--- src/rtl/stt_pkg.sv ---
`timescale 1ns / 1ps
`default_nettype none

package stt_pkg;

    localparam int POSITION_BITS = 16;
    localparam int FIELD_BITS    = 16;

    localparam logic [POSITION_BITS-1:0] POS_MAX = {POSITION_BITS{1'b1}};
    localparam logic [FIELD_BITS-1:0]    LEN_MAX = {FIELD_BITS{1'b1}};
    localparam logic [15:0]              LIMIT_RESET = 16'd1024;

    // Pending word codes
    localparam logic [1:0] PEND_NONE  = 2'd0;
    localparam logic [1:0] PEND_IDENT = 2'd1;
    localparam logic [1:0] PEND_LIT   = 2'd2;

    // Token kinds
    localparam logic [4:0] KIND_IDENT = 5'd0;
    localparam logic [4:0] KIND_LIT   = 5'd1;

    // Result status codes
    localparam logic [1:0] STATUS_OK    = 2'd0;
    localparam logic [1:0] STATUS_QUOTE = 2'd1;
    localparam logic [1:0] STATUS_LIMIT = 2'd2;

    typedef struct packed {
        logic [4:0]            kind;
        logic [FIELD_BITS-1:0] start;
        logic [FIELD_BITS-1:0] length;
        logic [1:0]            status;
        logic                  run_last;
    } t_result;

    typedef struct packed {
        logic       hit;
        logic [4:0] kind;
    } t_punct;

    // Map a punctuation byte to its token kind
    function automatic t_punct punct_lookup(input logic [7:0] c);
        t_punct p;
        p.hit = 1'b1;
        unique case (c)
            8'h3B:   p.kind = 5'd2;   // ;
            8'h28:   p.kind = 5'd3;   // (
            8'h29:   p.kind = 5'd4;   // )
            8'h5B:   p.kind = 5'd5;   // [
            8'h5D:   p.kind = 5'd6;   // ]
            8'h7B:   p.kind = 5'd7;   // {
            8'h7D:   p.kind = 5'd8;   // }
            8'h2E:   p.kind = 5'd9;   // .
            8'h23:   p.kind = 5'd10;  // #
            8'h3D:   p.kind = 5'd11;  // =
            8'h2B:   p.kind = 5'd12;  // +
            8'h2D:   p.kind = 5'd13;  // -
            8'h2A:   p.kind = 5'd14;  // *
            8'h2F:   p.kind = 5'd15;  // /
            8'h3A:   p.kind = 5'd16;  // :
            8'h3F:   p.kind = 5'd17;  // ?
            8'h5E:   p.kind = 5'd18;  // ^
            8'h26:   p.kind = 5'd19;  // &
            8'h7C:   p.kind = 5'd20;  // |
            8'h40:   p.kind = 5'd21;  // @
            default: begin
                p.hit  = 1'b0;
                p.kind = KIND_IDENT;
            end
        endcase
        return p;
    endfunction

endpackage

`default_nettype wire

--- src/rtl/source_text_tokenizer.sv ---
`timescale 1ns / 1ps
`default_nettype none

// Streaming tokenizer: takes one source byte per request and returns tokens
// (kind, start position, length, status). A byte is taken every cycle that
// intake is not paused; each byte yields zero, one or two results, which go
// into a three-entry result queue. Intake pauses while two or more results
// are queued, so a byte that yields two results (punctuation or a quote
// right after a word, or a letter after a literal on the last byte) stalls
// intake; draining one result per cycle, unless the output stalls, sets the
// rate. The token limit register is written through the config channel,
// which is always ready; write it only while no request is in flight.

module source_text_tokenizer
    import stt_pkg::*;
(
    input  wire logic        i_clk,
    input  wire logic        i_rst_n,
    // byte requests
    input  wire logic        i_in_valid,
    output logic             o_in_stall,
    input  wire logic [7:0]  i_text_byte,
    input  wire logic        i_end_of_text,
    // token results
    output logic             o_out_valid,
    input  wire logic        i_out_stall,
    output logic [4:0]       o_token_kind,
    output logic [15:0]      o_token_start,
    output logic [15:0]      o_token_length,
    output logic [1:0]       o_status,
    output logic             o_run_last,
    // token limit register
    input  wire logic        i_cfg_valid,
    output logic             o_cfg_ready,
    input  wire logic [15:0] i_cfg_data
);

    logic [15:0] r_limit;
    logic        go;
    logic        full;
    logic [1:0]  push_n;
    t_result     res0, res1, head;

    // Hold the limit; take a write whenever one is offered
    always_ff @(posedge i_clk) begin
        if (!i_rst_n) begin
            r_limit <= LIMIT_RESET;
        end else if (i_cfg_valid && o_cfg_ready) begin
            r_limit <= i_cfg_data;
        end
    end

    assign o_cfg_ready = 1'b1;

    // Stall depends only on queue fill, never on the output side this cycle
    assign o_in_stall = full;
    assign go         = i_in_valid && !full;

    stt_lexer u_lexer (
        .i_clk         (i_clk),
        .i_rst_n       (i_rst_n),
        .i_go          (go),
        .i_text_byte   (i_text_byte),
        .i_end_of_text (i_end_of_text),
        .i_limit       (r_limit),
        .o_push_n      (push_n),
        .o_res0        (res0),
        .o_res1        (res1)
    );

    stt_rqueue u_rqueue (
        .i_clk    (i_clk),
        .i_rst_n  (i_rst_n),
        .i_push_n (push_n),
        .i_res0   (res0),
        .i_res1   (res1),
        .i_stall  (i_out_stall),
        .o_valid  (o_out_valid),
        .o_head   (head),
        .o_full   (full)
    );

    assign o_token_kind   = head.kind;
    assign o_token_start  = head.start;
    assign o_token_length = head.length;
    assign o_status       = head.status;
    assign o_run_last     = head.run_last;

endmodule

`default_nettype wire

--- src/rtl/stt_lexer.sv ---
`timescale 1ns / 1ps
`default_nettype none

module stt_lexer
    import stt_pkg::*;
(
    input  wire logic        i_clk,
    input  wire logic        i_rst_n,
    input  wire logic        i_go,
    input  wire logic [7:0]  i_text_byte,
    input  wire logic        i_end_of_text,
    input  wire logic [15:0] i_limit,
    output logic [1:0]       o_push_n,
    output t_result          o_res0,
    output t_result          o_res1
);

    logic [1:0]               r_pk, n_pk;
    logic [FIELD_BITS-1:0]    r_ps, n_ps;
    logic [FIELD_BITS-1:0]    r_pl, n_pl;
    logic [POSITION_BITS-1:0] r_pos, n_pos;
    logic [15:0]              r_te, n_te;
    logic                     r_drop, n_drop;

    t_punct                p;
    logic                  is_letter, is_digit, is_quote;
    logic                  has_pend, pk_ident, extend;
    logic                  e1_close, e1_extlast, e1_newlast, e1, ovf1;
    logic                  e2, e2_word, e2_token, ovf2;
    logic [15:0]           te1, te2;
    logic [FIELD_BITS-1:0] len_inc, pos_f;
    t_result               res1, res2;

    always_comb begin
        p         = punct_lookup(i_text_byte);
        is_letter = (i_text_byte == 8'h5F)
                 || (i_text_byte >= 8'h61 && i_text_byte <= 8'h7A)
                 || (i_text_byte >= 8'h41 && i_text_byte <= 8'h5A);
        is_digit  = i_text_byte >= 8'h30 && i_text_byte <= 8'h39;
        is_quote  = i_text_byte == 8'h27 || i_text_byte == 8'h22;

        has_pend  = r_pk != PEND_NONE;
        pk_ident  = r_pk == PEND_IDENT;
        extend    = (is_letter && pk_ident) || (is_digit && has_pend);
        len_inc   = (r_pl == LEN_MAX) ? r_pl : r_pl + 1'b1;
        pos_f     = FIELD_BITS'(r_pos);

        // First emission: the pending word, closed now or flushed at end of text, or a new one-byte word at end of text
        e1_close   = has_pend && !extend;
        e1_extlast = i_end_of_text && extend;
        e1_newlast = i_end_of_text && !has_pend && (is_letter || is_digit);
        e1         = e1_close || e1_extlast || e1_newlast;
        ovf1       = e1 && (({1'b0, r_te} + 17'd1) >= {1'b0, i_limit});
        te1        = (e1 && !ovf1 && r_te != 16'hFFFF) ? r_te + 16'd1 : r_te;

        res1.kind     = e1_newlast ? (is_letter ? KIND_IDENT : KIND_LIT)
                                   : (pk_ident ? KIND_IDENT : KIND_LIT);
        res1.start    = e1_newlast ? pos_f : r_ps;
        res1.length   = e1_newlast ? FIELD_BITS'(1)
                                   : (e1_extlast ? len_inc : r_pl);
        res1.status   = ovf1 ? STATUS_LIMIT : STATUS_OK;
        res1.run_last = 1'b0;

        // Second emission: punctuation, quote, or a fresh word at end of text
        e2_word  = i_end_of_text && is_letter && has_pend && !pk_ident;
        e2       = !ovf1 && (p.hit || is_quote || e2_word);
        e2_token = e2 && !is_quote;
        ovf2     = e2_token && (({1'b0, te1} + 17'd1) >= {1'b0, i_limit});
        te2      = (e2_token && !ovf2 && te1 != 16'hFFFF) ? te1 + 16'd1 : te1;

        res2.kind     = p.hit ? p.kind : KIND_IDENT;
        res2.start    = pos_f;
        res2.length   = FIELD_BITS'(1);
        res2.status   = is_quote ? STATUS_QUOTE : (ovf2 ? STATUS_LIMIT : STATUS_OK);
        res2.run_last = 1'b1;

        o_push_n = 2'd0;
        o_res0   = res1;
        o_res1   = res2;
        if (i_go && !r_drop) begin
            if (e1) begin
                o_push_n = e2 ? 2'd2 : 2'd1;
                o_res0.run_last = !e2;
            end else if (e2) begin
                o_push_n = 2'd1;
                o_res0   = res2;
            end
        end

        n_pk   = r_pk;
        n_ps   = r_ps;
        n_pl   = r_pl;
        n_pos  = r_pos;
        n_te   = r_te;
        n_drop = r_drop;
        if (i_go) begin
            if (i_end_of_text) begin
                n_pk   = PEND_NONE;
                n_ps   = '0;
                n_pl   = '0;
                n_pos  = '0;
                n_te   = '0;
                n_drop = 1'b0;
            end else if (!r_drop) begin
                n_drop = ovf1 || ovf2 || is_quote;
                n_te   = te2;
                n_pos  = (r_pos == POS_MAX) ? r_pos : r_pos + 1'b1;
                if (extend) begin
                    n_pl = len_inc;
                end else if (is_letter && !ovf1) begin
                    n_pk = PEND_IDENT;
                    n_ps = pos_f;
                    n_pl = FIELD_BITS'(1);
                end else if (is_digit) begin
                    n_pk = PEND_LIT;
                    n_ps = pos_f;
                    n_pl = FIELD_BITS'(1);
                end else begin
                    n_pk = PEND_NONE;
                    n_ps = '0;
                    n_pl = '0;
                end
            end
        end
    end

    always_ff @(posedge i_clk) begin
        if (!i_rst_n) begin
            r_pk   <= PEND_NONE;
            r_ps   <= '0;
            r_pl   <= '0;
            r_pos  <= '0;
            r_te   <= '0;
            r_drop <= 1'b0;
        end else begin
            r_pk   <= n_pk;
            r_ps   <= n_ps;
            r_pl   <= n_pl;
            r_pos  <= n_pos;
            r_te   <= n_te;
            r_drop <= n_drop;
        end
    end

endmodule

`default_nettype wire

--- src/rtl/stt_rqueue.sv ---
`timescale 1ns / 1ps
`default_nettype none

module stt_rqueue
    import stt_pkg::*;
(
    input  wire logic    i_clk,
    input  wire logic    i_rst_n,
    input  wire logic [1:0] i_push_n,
    input  wire t_result i_res0,
    input  wire t_result i_res1,
    input  wire logic    i_stall,
    output logic         o_valid,
    output t_result      o_head,
    output logic         o_full
);

    localparam int DEPTH = 3;

    t_result    r_q [DEPTH];
    t_result    n_q [DEPTH];
    logic [1:0] r_count, n_count;
    logic [1:0] base;
    logic       pop;

    always_comb begin
        pop  = (r_count != 2'd0) && !i_stall;
        base = r_count - {1'b0, pop};
        n_q  = r_q;
        if (pop) begin
            n_q[0] = r_q[1];
            n_q[1] = r_q[2];
        end
        for (int k = 0; k < DEPTH; k++) begin
            if (i_push_n != 2'd0 && base == 2'(k)) begin
                n_q[k] = i_res0;
            end
            if (i_push_n == 2'd2 && base + 2'd1 == 2'(k)) begin
                n_q[k] = i_res1;
            end
        end
        n_count = base + i_push_n;
    end

    always_ff @(posedge i_clk) begin
        if (!i_rst_n) begin
            r_count <= 2'd0;
        end else begin
            r_count <= n_count;
        end
    end

    always_ff @(posedge i_clk) begin
        r_q <= n_q;
    end

    assign o_valid = r_count != 2'd0;
    assign o_head  = r_q[0];
    assign o_full  = r_count >= 2'd2;

    a_no_push_when_full: assert property (@(posedge i_clk) disable iff (!i_rst_n)
        (i_push_n != 2'd0) |-> !o_full)
        else $error("result pushed into a full queue");

    a_push_count: assert property (@(posedge i_clk) disable iff (!i_rst_n)
        i_push_n != 2'd3)
        else $error("more than two results from one byte");

    a_pair_order: assert property (@(posedge i_clk) disable iff (!i_rst_n)
        (i_push_n == 2'd2) |-> (!i_res0.run_last && i_res1.run_last))
        else $error("run_last misplaced in a result pair");

    a_drain: assert property (@(posedge i_clk) disable iff (!i_rst_n)
        (pop && i_push_n == 2'd0) |=> (r_count == $past(r_count) - 2'd1))
        else $error("queue count did not drop after a pop");

endmodule

`default_nettype wire
--- config.mk ---
export PLATFORM = sky130hd
export DESIGN_NAME = source_text_tokenizer
export DESIGN_NICKNAME = d
export VERILOG_FILES = /design/src/rtl/stt_pkg.sv /design/src/rtl/source_text_tokenizer.sv /design/src/rtl/stt_lexer.sv /design/src/rtl/stt_rqueue.sv
export SDC_FILE = /design/constraint.sdc
export NUM_CORES = 1
export LEC_CHECK = 0
export ABC_AREA = 1
export BUFFER_PORTS_ARGS = -buffer_cell sky130_fd_sc_hd__buf_2
export CORE_ASPECT_RATIO = 0.9
export CORE_MARGIN = 5
export CORE_UTILIZATION = 39
export DETAILED_ROUTE_END_ITERATION = 16
export PLACE_DENSITY = 0.65
export SETUP_SLACK_MARGIN = 0.15
export SYNTH_ARGS = -nofsm -noshare
export SYNTH_HDL_FRONTEND = slang
export SYNTH_SLANG_ARGS = --single-unit
--- constraint.sdc ---
create_clock -name i_clk -period 8.55 [get_ports i_clk]
set_clock_uncertainty 0.05 [all_clocks]
set_input_delay 0.855 -clock i_clk [delete_from_list [all_inputs] [get_ports i_clk]]
set_output_delay 0.855 -clock i_clk [all_outputs]
set_load 0.01 [all_outputs]
# Yosys cells after proc, flatten, opt, wreduce, memory -nomap -nowiden
# Cells that the tools add are included.
# classes
addsub	9
order_cmp	9
n_eq_ne	36
mux	52
reduce_logical	65
# ops
operator	n
two-way mux 16 bit	20
two-way mux 40 bit	8
equality test 8 x 6 -> 1 bit, second input constant	15
case mux 5 bit (20 select lines)	1
two-way mux 80 bit	1
adder 16 x 1 -> 16 bit, second input constant	4
equality test 8 x 7 -> 1 bit, second input constant	8
two-way mux 39 bit	1
adder 16 x 1 -> 17 bit, second input constant	2
>= comparator 17 x 16 -> 1 bit	2
equality test 16 bit, second input constant	2
!= test 16 bit, second input constant	2
logical AND 1 bit	30
two-way mux 2 bit	11
OR reduction 20 bit	1
>= comparator 8 x 7 -> 1 bit, second input constant	2
less-or-equal comparator 8 x 7 -> 1 bit, second input constant	2
nonzero test 2 bit	6
logical OR 1 bit	11
zero test 1 bit	10
two-way mux 5 bit	2
>= comparator 8 x 6 -> 1 bit, second input constant	1
less-or-equal comparator 8 x 6 -> 1 bit, second input constant	1
two-way mux 1 bit	8
other kinds (11)	20
# word_totals
register_bits	205
inputBits	30
word_cells	194

# Longest topological paths before layout
# Gate-level depths: netlist of run 1.
# logic_depth
depth_word	25
depth_mapped	45
depth_no_buf	43

# Hierarchy
# A second synthesis of run 1 with hierarchy kept.
# unflattened
hier_cells	2062
hier_area_um2	14127.3
# by_module_without_submodules
module	instances	cells_each	area_each_um2
stt_rqueue	1	863	7056.8
stt_lexer	1	1095	6379.9
source_text_tokenizer	1	104	690.7

# Worst setup path after synthesis of run 1
# Ideal clock, no wire load.
# synth_timing
kind	flip-flop to flip-flop
startpoint	register u_lexer.r_te[0]
endpoint	register u_lexer.r_te[8]
arrival_time_ns	5.228
required_time_ns	8.357
slack_ns	3.129
stages_incl_launch_ff	43
synth_period_minus_slack_ns	5.421
path_cell_list	dfxtp_1 -> ha_1 -> nand2_1 -> nor2_2 -> nand4_1 -> nor2_2 -> nand2_1 -> xor2_1 -> inv_1 -> ha_1 -> nand2_1 -> inv_1 -> nand2_1 -> nor2_1 -> a21oi_1 -> nand2_1 -> nand2_1 -> nand2_1 -> [... 7 more ...] -> xor2_1 -> inv_1 -> ha_1 -> nand2_1 -> nor2_1 -> nor2_1 -> nand4_1 -> nand2_1 -> inv_1 -> o21ai_0 -> a21boi_0 -> nor3_1 -> nand2_4 -> nor2_4 -> buf_6 -> nand2_2 -> nand3_2 -> a21oi_2
# synth_via
elab_chain_len	16
word_cells_on_any_way	22
cone_classes	4 x add/sub; 2 x order compare; 2 x eq/ne; 4 x mux; 10 x reduce/logical
# synth_lines
element	line	rtl
from (decl)	stt_lexer.sv:22	logic [15:0] r_te, n_te;
from (signal assigned)	stt_lexer.sv:140	r_te <= n_te;
adder 16 x 1 -> 17 bit	stt_lexer.sv:53	ovf1 = e1 && (({1'b0, r_te} + 17'd1) >= {1'b0, i_limit});
>= comparator 17 x 16 -> 1 bit	stt_lexer.sv:53	
logical AND 1 bit	stt_lexer.sv:53	
zero test 1 bit	stt_lexer.sv:54, stt_lexer.sv:66	
logical AND 1 bit (2 in a row)	stt_lexer.sv:54	te1 = (e1 && !ovf1 && r_te != 16'hFFFF) ? r_te + 16'd1 : r_te;
two-way mux 16 bit	stt_lexer.sv:54	
adder 16 x 1 -> 17 bit	stt_lexer.sv:68	ovf2 = e2_token && (({1'b0, te1} + 17'd1) >= {1'b0, i_limit});
>= comparator 17 x 16 -> 1 bit	stt_lexer.sv:68	
logical AND 1 bit	stt_lexer.sv:68	
zero test 1 bit	stt_lexer.sv:69	te2 = (e2_token && !ovf2 && te1 != 16'hFFFF) ? te1 + 16'd1 : te1;
logical AND 1 bit (2 in a row)	stt_lexer.sv:69	
two-way mux 16 bit (*)	stt_lexer.sv:69	
two-way mux 16 bit (*)	stt_lexer.sv:104	end else if (!r_drop) begin
two-way mux 16 bit (*)	stt_lexer.sv:97	if (i_end_of_text) begin
# Every way passes the cells marked *; elsewhere a longest branch is shown, timed or not. The select of a mux whose other input is x is not followed.
# A chain may end at the register's enable or synchronous reset.

# Worst setup path in the final report of run 1
# layout_timing
startpoint	register u_lexer.r_te[0]
endpoint	register u_rqueue.r_q (netlist bit u_rqueue.o_head[0])
# layout_via
elab_chain_len	11
word_cells_on_any_way	19
cone_classes	1 x add/sub; 1 x order compare; 1 x eq/ne; 8 x mux; 8 x reduce/logical
# layout_lines
element	line	rtl
adder 16 x 1 -> 17 bit (*)	stt_lexer.sv:53	
>= comparator 17 x 16 -> 1 bit (*)	stt_lexer.sv:53	
logical AND 1 bit (*)	stt_lexer.sv:53	
zero test 1 bit (*)	stt_lexer.sv:66	e2 = !ovf1 && (p.hit || is_quote || e2_word);
logical AND 1 bit (*)	stt_lexer.sv:66	
two-way mux 1 bit / two-way mux 2 bit (equally long branches)	stt_lexer.sv:84, stt_lexer.sv:82	
two-way mux 2 bit (*)	stt_lexer.sv:81	if (e1) begin
two-way mux 2 bit (*)	stt_lexer.sv:80	if (i_go && !r_drop) begin
named net push_n[0]	source_text_tokenizer.sv:41	logic [1:0] push_n;
nonzero test 2 bit	stt_rqueue.sv:35	if (i_push_n != 2'd0 && base == 2'(k)) begin
logical AND 1 bit	stt_rqueue.sv:35	
two-way mux 40 bit / nonzero test 2 bit (equally long branches)	--	
to (signal assigned)	stt_rqueue.sv:54	r_q <= n_q;
to (decl)	stt_rqueue.sv:20	t_result r_q [DEPTH];
# The timed path passes the listed nets; every way through them passes the cells marked *.

==> impl_metrics.csv, run 1 <==
group,metric,value,unit
routing,routed_via_density,5.254,
routing,drt_first_iter_violations,999,
timing,grt_setup_unrepaired,"false",
global_routing,grt.overflow.total,0,
die,dieHeight,179.7,um
clocking,post_cts_resized,0,
timing,setup_tns,0,ns
synth,netlist_instances,1704,
final_layout,syn2layout_area_growth,9.075,%
clocking,clock-sinks,205,
setup_path,crit_required,8.89,ns
worst_hold_path,hold_path.class,"flip-flop to flip-flop",
timing,setup_viol,0,
setup_path,cp_top_family,"simple AND/OR/NAND/NOR gates",
placement,place.gp.congestion,1.027,
synth,synth_cell_types,50,
clocking,cts_setup_buffers,0,
synth,synth_fp_nets,1773,
routing,drt_wl_total,33540,um
flow_run,max-cap-violations,0,
timing,hold_slack,0.3956,ns
timing,final.min_clock_period,7.208,ns
routing,wl_per_cell,15.67,um
routing,dr.pass1.iters,5,
synth,synth_area,0.01248,mm2
final_layout,num-nets-final,1775,
setup_path,crit_fanout,51,
placement,io_buffers,71,
final_layout,drive_gt1_frac,0.1265,
clocking,htree_num_levels,1,
die,start_util,0.3933,
synth,avgSynthCellArea,7.323,um2
die,die_w,198.6,um
setup_path,max_stage_delay,0.75,ns
power_and_ir_drop,leakage,5.566,nW
synth,synth_seq_cells,205,
setup_path,cp-end-kind,"flip-flop",
synth,ys_warn_count,0,
die,io_pins,73,
timing,timing.final.ws_setup,1.342,ns
clocking,cts.clk_slew.worst_paths,0.06,ns
global_routing,grt_pass1_vias,10180,
run_status,status,"complete, no violations",
setup_path,slowest_stage,"nor2_1",
timing,worstMarginPinSlew,1.079,ns
power_and_ir_drop,ir_drop,0.2258,mV
setup_path,cp-start-kind,"flip-flop",
die,coreArea,0.03173,mm2
clocking,tritoncts,"done",
synth,synth_ff_type,"dfxtp_1",
clocking,clk_latency,0.54,ns
clocking,clockBufferDepth,3,
routing,antenna_left,0,
global_routing,antenna_found_initial,1,
global_routing,track_usage,0.1817,
synth,synth-edff-count,69,
final_layout,stdcell_count,2140,
timing,final.period_utilization,0.8430,
placement,pre_cts_slack,1.349,ns
clocking,holdBufCountCts,0,
synth,ys_async_sr_fraction,0,
setup_path,critPathKind,"flip-flop to flip-flop",
timing,slew_viol_final,0,
clocking,cts_inserted_buffers,23,
timing,final_hold_viol_count,0,
global_routing,grt_max_degree,52,
setup_path,critPathArrivalTime,7.55,ns
setup_path,path_common_cell,"nand2_1",
synth,ys_seq_area_frac,0.3842,
clocking,cts_root_buf,"clkbuf_16",
global_routing,grt_pass1_wl,54310,um
placement,dp_cells,2097,
die,dieArea,0.03568,mm2
placement,dp_hpwl,24360,um
timing,max_clock_freq,138.7,MHz
routing,drc,0,
routing,vias,11243,
power_and_ir_drop,power_density,236.7,mW/mm2
setup_path,crit_buf_inv,7,
die,rows,62,
timing,relSlewSlack,0.2797,
power_and_ir_drop,p_total,3.222,mW
## path summary, 6_finish.rpt
check | from | endpoint | slack (ns) | cells past startpoint
worst max-delay path | u_lexer.r_te[0] | u_rqueue.o_head[0] | 1.34 | 33
worst min-delay path | u_rqueue.r_q[0] | u_rqueue.r_q[0] | 0.40 | 2
worst max register to register | u_lexer.r_te[0] | u_rqueue.o_head[0] | 1.34 | 33
worst min register to register | u_rqueue.r_q[0] | u_rqueue.r_q[0] | 0.40 | 2
## flip-flops by register name (all words and copies together), names as in the netlist
signal	count
u_lexer.r_te	16
r_limit	16
u_rqueue.o_head	40
u_lexer.r_pk	2
u_lexer.r_pl	16
u_rqueue.r_q	80
u_lexer.r_drop	1
u_lexer.r_ps	16
u_lexer.pos_f	16
u_rqueue.r_count	2
## cell usage after synthesis, types with 39 or more instances
master,n,area share
a21oi_1,75,0.030
nand3_1,46,0.018
edfxtp_1,69,0.17
dfxtp_1,136,0.22
inv_1,217,0.065
clkbuf_1,51,0.015
buf_4,42,0.025
o21ai_0,139,0.056
o22ai_1,44,0.022
ha_1,39,0.039
nor2_1,146,0.044
nand2_1,360,0.11
## power breakdown
part	internal, mW	switching, mW	leakage (nW)
Clock	0.589	0.413	0.362
Sequential	1.24	0.0753	1.74
Combinational	0.290	0.613	3.47
## stage by stage
stage,utilization,instance area (um2)
CTS,0.4289,13610
global placement,0.4054,12860
finish,0.4290,13610
detailed placement,0.4054,12860
global route,0.4290,13610
floorplan,-,12480
## kinds of logic after synthesis
| kind of cell | Yosys count | synth area share |
|---|---|---|
| buf+inv | 341 | 0.1208 |
| fa+ha+maj | 39 | 0.03911 |
| flops | 205 | 0.3842 |
| simple gates | 700 | 0.2517 |
| xor+xnor | 20 | 0.01404 |
| other cells | 1 | 0.0003005 |
| compound gates | 398 | 0.1898 |
## layout make-up
class / count / area [um2]
multi-input combinational: 1158 / 6200
antenna: 1 / 2.502
timing repair buffer: 88 / 483.0
clock buffer: 37 / 658.1
fill: 3169 / 18120
inverter: 230 / 863.3
tap: 416 / 520.5
sequential: 205 / 4795
clock inverter: 5 / 88.84
## cells in the final DEF, fill, tap and decap left out, types with 17 or more instances in the layout
| cell type | Yosys | layout |
|---|---|---|
| o22ai_1 | 44 | 44 |
| inv_1 | 217 | 217 |
| nand3_1 | 46 | 46 |
| nand4_1 | 36 | 36 |
| a21oi_1 | 75 | 75 |
| ha_1 | 39 | 39 |
| nor3_1 | 30 | 29 |
| buf_2 | 8 | 71 |
| o211ai_1 | 38 | 38 |
| o32ai_1 | 17 | 17 |
| dfxtp_1 | 136 | 136 |
| clkbuf_16 | 0 | 23 |
| nor2_1 | 146 | 144 |
| nand2_1 | 360 | 360 |
| nand2_2 | 30 | 30 |
| o21ai_0 | 139 | 139 |
| buf_4 | 42 | 17 |
| nand3_2 | 17 | 17 |
| o21ai_1 | 34 | 33 |
| edfxtp_1 | 69 | 69 |
| xor2_1 | 17 | 17 |
## per-layer routing
layer  wire length (um)  vias to the layer above  GRT usage  part of all wire
li1                   -                     5699          -                 -
met1              16060                     5114     0.2743              0.48
met2              14310                      379     0.2747              0.43
met3               2472                       51    0.02827             0.074
met4                697                        0    0.03911             0.021
met5                  0                        -          0                 0
## worst min-delay path, cell delays in order, from the launching register on
cell and delay (ns):
dfxtp_1 0.31, inv_1 0.04, a2bb2oi_1 0.05
(Power assumes the default switching activity.)
==> inputs of run 2 (changes only) <==
Clock period 8.55 ns to 7.4 ns, I/O delays scaled along.
==> impl_metrics.csv, run 2 (synthesized netlist as in run 1, its figures left out) <==
group,metric,value,unit
run_status,status,"complete, no violations",
clocking,htree_num_levels,1,
placement,postPlaceCellArea,0.01288,mm2
power_and_ir_drop,p_switching,1.296,mW
placement,dp_hpwl,25260,um
setup_path,max_stage_delay,0.48,ns
setup_path,path_common_cell,"nand2_1",
global_routing,grt_pass1_vias,10275,
final_layout,syn2layout_area_growth,9.556,%
power_and_ir_drop,intPower,2.475,mW
timing,relSlewSlack,0.2458,
global_routing,grt_pass1_wl,55210,um
clocking,clock-sinks,205,
timing,final_hold_viol_count,0,
power_and_ir_drop,netSwitchingFraction,0.3436,
die,io_pins,73,
routing,routed_via_density,5.285,
setup_path,crit_required,7.62,ns
clocking,clockBufferDepth,3,
placement,dp_cells,2099,
routing,drt_wl_total,34900,um
final_layout,stdcell_count,2143,
clocking,cts_inserted_buffers,23,
placement,io_buffers,71,
final_layout,num-nets-final,1778,
die,coreArea,0.03173,mm2
clocking,clk_latency,0.53,ns
final_layout,largest_register_ffs,80,
die,die_w,198.6,um
setup_path,critPathArrivalTime,6.67,ns
die,dieArea,0.03568,mm2
final_layout,drive_gt1_frac,0.1292,
routing,drt_first_iter_violations,873,
routing,wl_per_cell,16.28,um
power_and_ir_drop,share_seq_of_total_power,0.404,
power_and_ir_drop,ir_drop,0.2686,mV
clocking,cts_root_buf,"clkbuf_16",
power_and_ir_drop,leakage,5.596,nW
clocking,holdBufCountCts,0,
clocking,tritoncts,"done",
timing,max_clock_freq,155.2,MHz
die,rows,62,
routing,drc,0,
global_routing,grt_max_degree,51,
global_routing,track_usage,0.1863,
setup_path,crit_fanout,21,
placement,place.gp.congestion,0.9371,
routing,vias,11325,
power_and_ir_drop,power_density,275.8,mW/mm2
global_routing,antenna_found_initial,2,
die,start_util,0.3933,
final_layout,fin_util,0.4309,
setup_path,cp-end-kind,"flip-flop",
final_layout,largest_register,"u_rqueue.r_q",
flow_run,max-cap-violations,0,
final_layout,layout_commonest_cell,"nand2_1",
worst_hold_path,hold_path.class,"input pin to flip-flop",
final_layout,stdcell_area,0.01367,mm2
power_and_ir_drop,power_frac_clock,0.309,
timing,worstMarginPinSlew,1.130,ns
die,dieHeight,179.7,um
setup_path,cp-start-kind,"flip-flop",
routing,dr.pass1.iters,5,
timing,hold_slack,0.3905,ns
power_and_ir_drop,share_comb_of_total_power,0.286,
setup_path,slowest_stage,"dfxtp_1",
timing,final.period_utilization,0.8708,
setup_path,critPathKind,"flip-flop to flip-flop",
routing,antenna_left,0,
timing,setup_tns,0,ns
timing,slew_viol_final,0,
final_layout,final_cell_mix,"nand2_1, inv_1, nor2_1",
timing,grt_setup_unrepaired,"false",
timing,setup_viol,0,
clocking,cts.clk_slew.worst_paths,0.06,ns
global_routing,grt.overflow.total,0,
timing,final.min_clock_period,6.444,ns
-- run 2: changes by cell type in the layout (fill, tap and decap cells not counted), moves of 2 or more --
cell,previous run,this run
clkbuf_1,11,8
buf_4,17,19
clkbuf_8,3,1
clkinv_1,5,7
-- run 2: repair_timing --
| item | in CTS | in global routing |
|---|---|---|
| setup buffers | 0 | 1 |
| setup endpoints to repair | 0 | 19 |
| resized for setup | 0 | 2 |
-- run 2: metrics by stage --
stage	power (mW)	setup WS, ns
after floorplan	2.370	1.979
after global placement	2.583	0.9129
after detailed placement	2.612	0.7040
after CTS	3.786	0.7031
after global routing	3.992	0.1866
final	3.770	0.9561
-- run 2: routing by layer --
layer  up-vias  part of all wire  global-route usage
met2       361              0.45              0.2949
met5         -           0.00037                   0
met1      5215              0.46              0.2661
li1       5689                 -                   -
met4         2             0.022             0.04486
met3        58             0.069             0.03201
-- run 2: critical path: cells and delay by family (launching register included) --
kind                     cells  cell delay (ns)
XOR/XNOR                     2             0.45
AND/OR/NAND/NOR             27             3.45
AO/OA/AOI/OAI                4             0.42
flip-flops                   1             0.48
adder cells (fa/ha/maj)      4             1.11
buffers and inverters        4             0.23
-- run 2: power by group through the flow --
stage | Clock, mW | Sequential, mW | Combinational, mW
floorplan | 0 | 1.53 | 0.843
global placement | 0 | 1.54 | 1.04
detailed placement | 0 | 1.55 | 1.06
CTS | 1.19 | 1.53 | 1.07
global route | 1.24 | 1.55 | 1.21
finish | 1.17 | 1.52 | 1.08
-- run 2: path summary, 6_finish.rpt --
| path | from | end | slack, ns | cells after the start |
|---|---|---|---|---|
| max | u_lexer.r_te[0] | u_rqueue.r_q[42] | 0.96 | 41 |
| min | i_cfg_data[10] | r_limit[10] | 0.39 | 3 |
| min reg2reg | u_rqueue.r_q[0] | u_rqueue.r_q[0] | 0.40 | 2 |
| max reg2reg | u_lexer.r_te[0] | u_rqueue.r_q[42] | 0.96 | 41 |
-- run 2: area by class of cell --
class                   count  area [um2]
fillers                  3215       18060
multi-input cells        1158        6212
flip-flops and latches    205        4795
inverters                 230       863.3
clock buffers              32       619.3
well taps                 416       520.5
repair buffers             91       518.0
clock inverters            10       140.1
diodes                      1       2.502
==> inputs of run 3 (changes only) <==
Settings changed: CORE_ASPECT_RATIO 0.9 to 1.75, TNS_END_PERCENT set to 1.
==> impl_metrics.csv, run 3 (synthesized netlist as in run 1, its figures left out) <==
group,metric,value,unit
setup_path,reg2reg_depth,43,
placement,pre_cts_slack,0.8345,ns
clocking,cts_root_buf,"clkbuf_16",
routing,routed_via_density,5.331,
clocking,clk_latency,0.51,ns
final_layout,antenna_cells,0,
die,dieArea,0.03581,mm2
timing,timing.final.ws_setup,0.8255,ns
final_layout,num-nets-final,1775,
final_layout,layout_commonest_cell,"nand2_1",
setup_path,cp-start-kind,"flip-flop",
setup_path,crit_cells,43,
timing,hold_slack,0.3968,ns
power_and_ir_drop,netSwitchingFraction,0.3469,
timing,worstMarginPinSlew,1.126,ns
power_and_ir_drop,p_switching,1.258,mW
power_and_ir_drop,intPower,2.369,mW
die,start_util,0.3958,
global_routing,grt.overflow.total,0,
global_routing,antenna_found_initial,0,
die,rows,86,
timing,final.min_clock_period,6.575,ns
timing,slew_viol_final,0,
timing,setup_viol,0,
die,die_w,145.2,um
routing,antenna_left,0,
flow_run,max-cap-violations,0,
final_layout,stdcell_count,2116,
final_layout,stdcell_area,0.01351,mm2
timing,grt_setup_unrepaired,"false",
power_and_ir_drop,share_comb_of_total_power,0.297,
setup_path,crit_fanout,20,
clocking,tritoncts,"done",
setup_path,r2r-end,"u_lexer.r_te[3]",
clocking,htree_num_levels,1,
worst_hold_path,holdCritStartpoint,"u_rqueue.o_head[13]",
final_layout,final_cell_mix,"nand2_1, inv_1, nor2_1",
placement,postPlaceCellArea,0.01285,mm2
final_layout,fin_util,0.4286,
setup_path,path_common_cell,"nand2_1",
timing,relSlewSlack,0.2484,
timing,final_hold_viol_count,0,
die,coreArea,0.03153,mm2
final_layout,largest_register_ffs,80,
power_and_ir_drop,power_density,268.4,mW/mm2
global_routing,track_usage,0.1935,
setup_path,critPathArrivalTime,6.90,ns
setup_path,max_stage_delay,0.50,ns
clocking,clockBufferDepth,3,
final_layout,syn2layout_area_growth,8.293,%
clocking,clock-sinks,205,
timing,max_clock_freq,152.1,MHz
power_and_ir_drop,p_total,3.627,mW
global_routing,grt_pass1_wl,57100,um
timing,setup_tns,0,ns
placement,io_buffers,71,
clocking,cts_inserted_buffers,21,
die,dieHeight,246.6,um
setup_path,cp-end-kind,"flip-flop",
routing,vias,11280,
routing,drt_wl_total,35670,um
setup_path,slowest_stage,"dfxtp_1",
worst_hold_path,min_path_cells,2,
setup_path,critPathKind,"flip-flop to flip-flop",
setup_path,crit_buf_inv,5,
clocking,cts.clk_slew.worst_paths,0.06,ns
timing,final.period_utilization,0.8884,
routing,drt_first_iter_violations,628,
routing,dr.pass1.iters,5,
power_and_ir_drop,share_seq_of_total_power,0.419,
final_layout,largest_register,"u_rqueue.r_q",
routing,drc,0,
clocking,holdBufCountCts,0,
placement,dp_hpwl,26550,um
power_and_ir_drop,leakage,5.526,nW
worst_hold_path,whs_endpoint,"u_rqueue.o_head[13]",
power_and_ir_drop,power_frac_clock,0.284,
global_routing,grt_pass1_vias,10919,
setup_path,crit_required,7.72,ns
power_and_ir_drop,ir_drop,0.2497,mV
final_layout,drive_gt1_frac,0.1279,
worst_hold_path,hold_path.class,"flip-flop to flip-flop",
placement,place.gp.congestion,0.9499,
placement,dp_cells,2079,
global_routing,grt_max_degree,51,
routing,wl_per_cell,16.86,um
die,io_pins,73,
setup_path,rrSetupSlack,0.83,ns
run_status,status,"complete, no violations",
setup_path,cp_top_family,"simple AND/OR/NAND/NOR gates",
setup_path,r2r_start,"u_lexer.r_te[0]",
## run 3: how the worst max path moves through the flow
stage / endpoint / from / slack (ns)
6_report: u_lexer.r_te[3] / u_lexer.r_te[0] / 0.83
5_1_grt: u_lexer.r_te[2] / u_lexer.r_te[0] / 0.19
4_1_cts: u_lexer.r_te[3] / u_lexer.r_te[0] / 0.81
3_5_place_dp: u_lexer.r_te[3] / u_lexer.r_te[0] / 0.83
3_3_place_gp: u_lexer.r_te[3] / u_lexer.r_te[0] / 1.00
2_1_floorplan: u_lexer.r_te[8] / u_lexer.r_te[0] / 1.98
## run 3: layout make-up
class | instances | area (um2)
Clock buffer | 32 | 586.8
Clock inverter | 5 | 60.06
Fill cell | 3252 | 18010
Inverter | 230 | 863.3
Multi-Input combinational cell | 1158 | 6215
Sequential cell | 205 | 4795
Tap cell | 396 | 495.5
Timing Repair Buffer | 90 | 498.0
## run 3: power by group through the flow
stage,Clock [mW],Combinational (mW),Sequential (mW)
floorplan,0,0.843,1.53
global placement,0,1.06,1.54
detailed placement,0,1.08,1.54
CTS,1.05,1.08,1.52
global route,1.10,1.22,1.54
finish,1.03,1.08,1.52
## run 3: what timing repair did
item | CTS | global route
setup endpoints to repair | 0 | 16
resized for setup | 0 | 2
setup buffers | 0 | 0
## run 3: per-layer routing
layer / global-route usage / vias up / share of wire
li1: - / 5677 / -
met5: 0 / - / 0
met4: 0.09281 / 0 / 0.049
met1: 0.2073 / 5215 / 0.38
met2: 0.3720 / 298 / 0.53
met3: 0.02264 / 90 / 0.041
## run 3: tightest hold or removal path, cell delays in order, from the launching register on
cell and delay (ns):
dfxtp_1 0.31, nand2_1 0.06, nand2_1 0.04
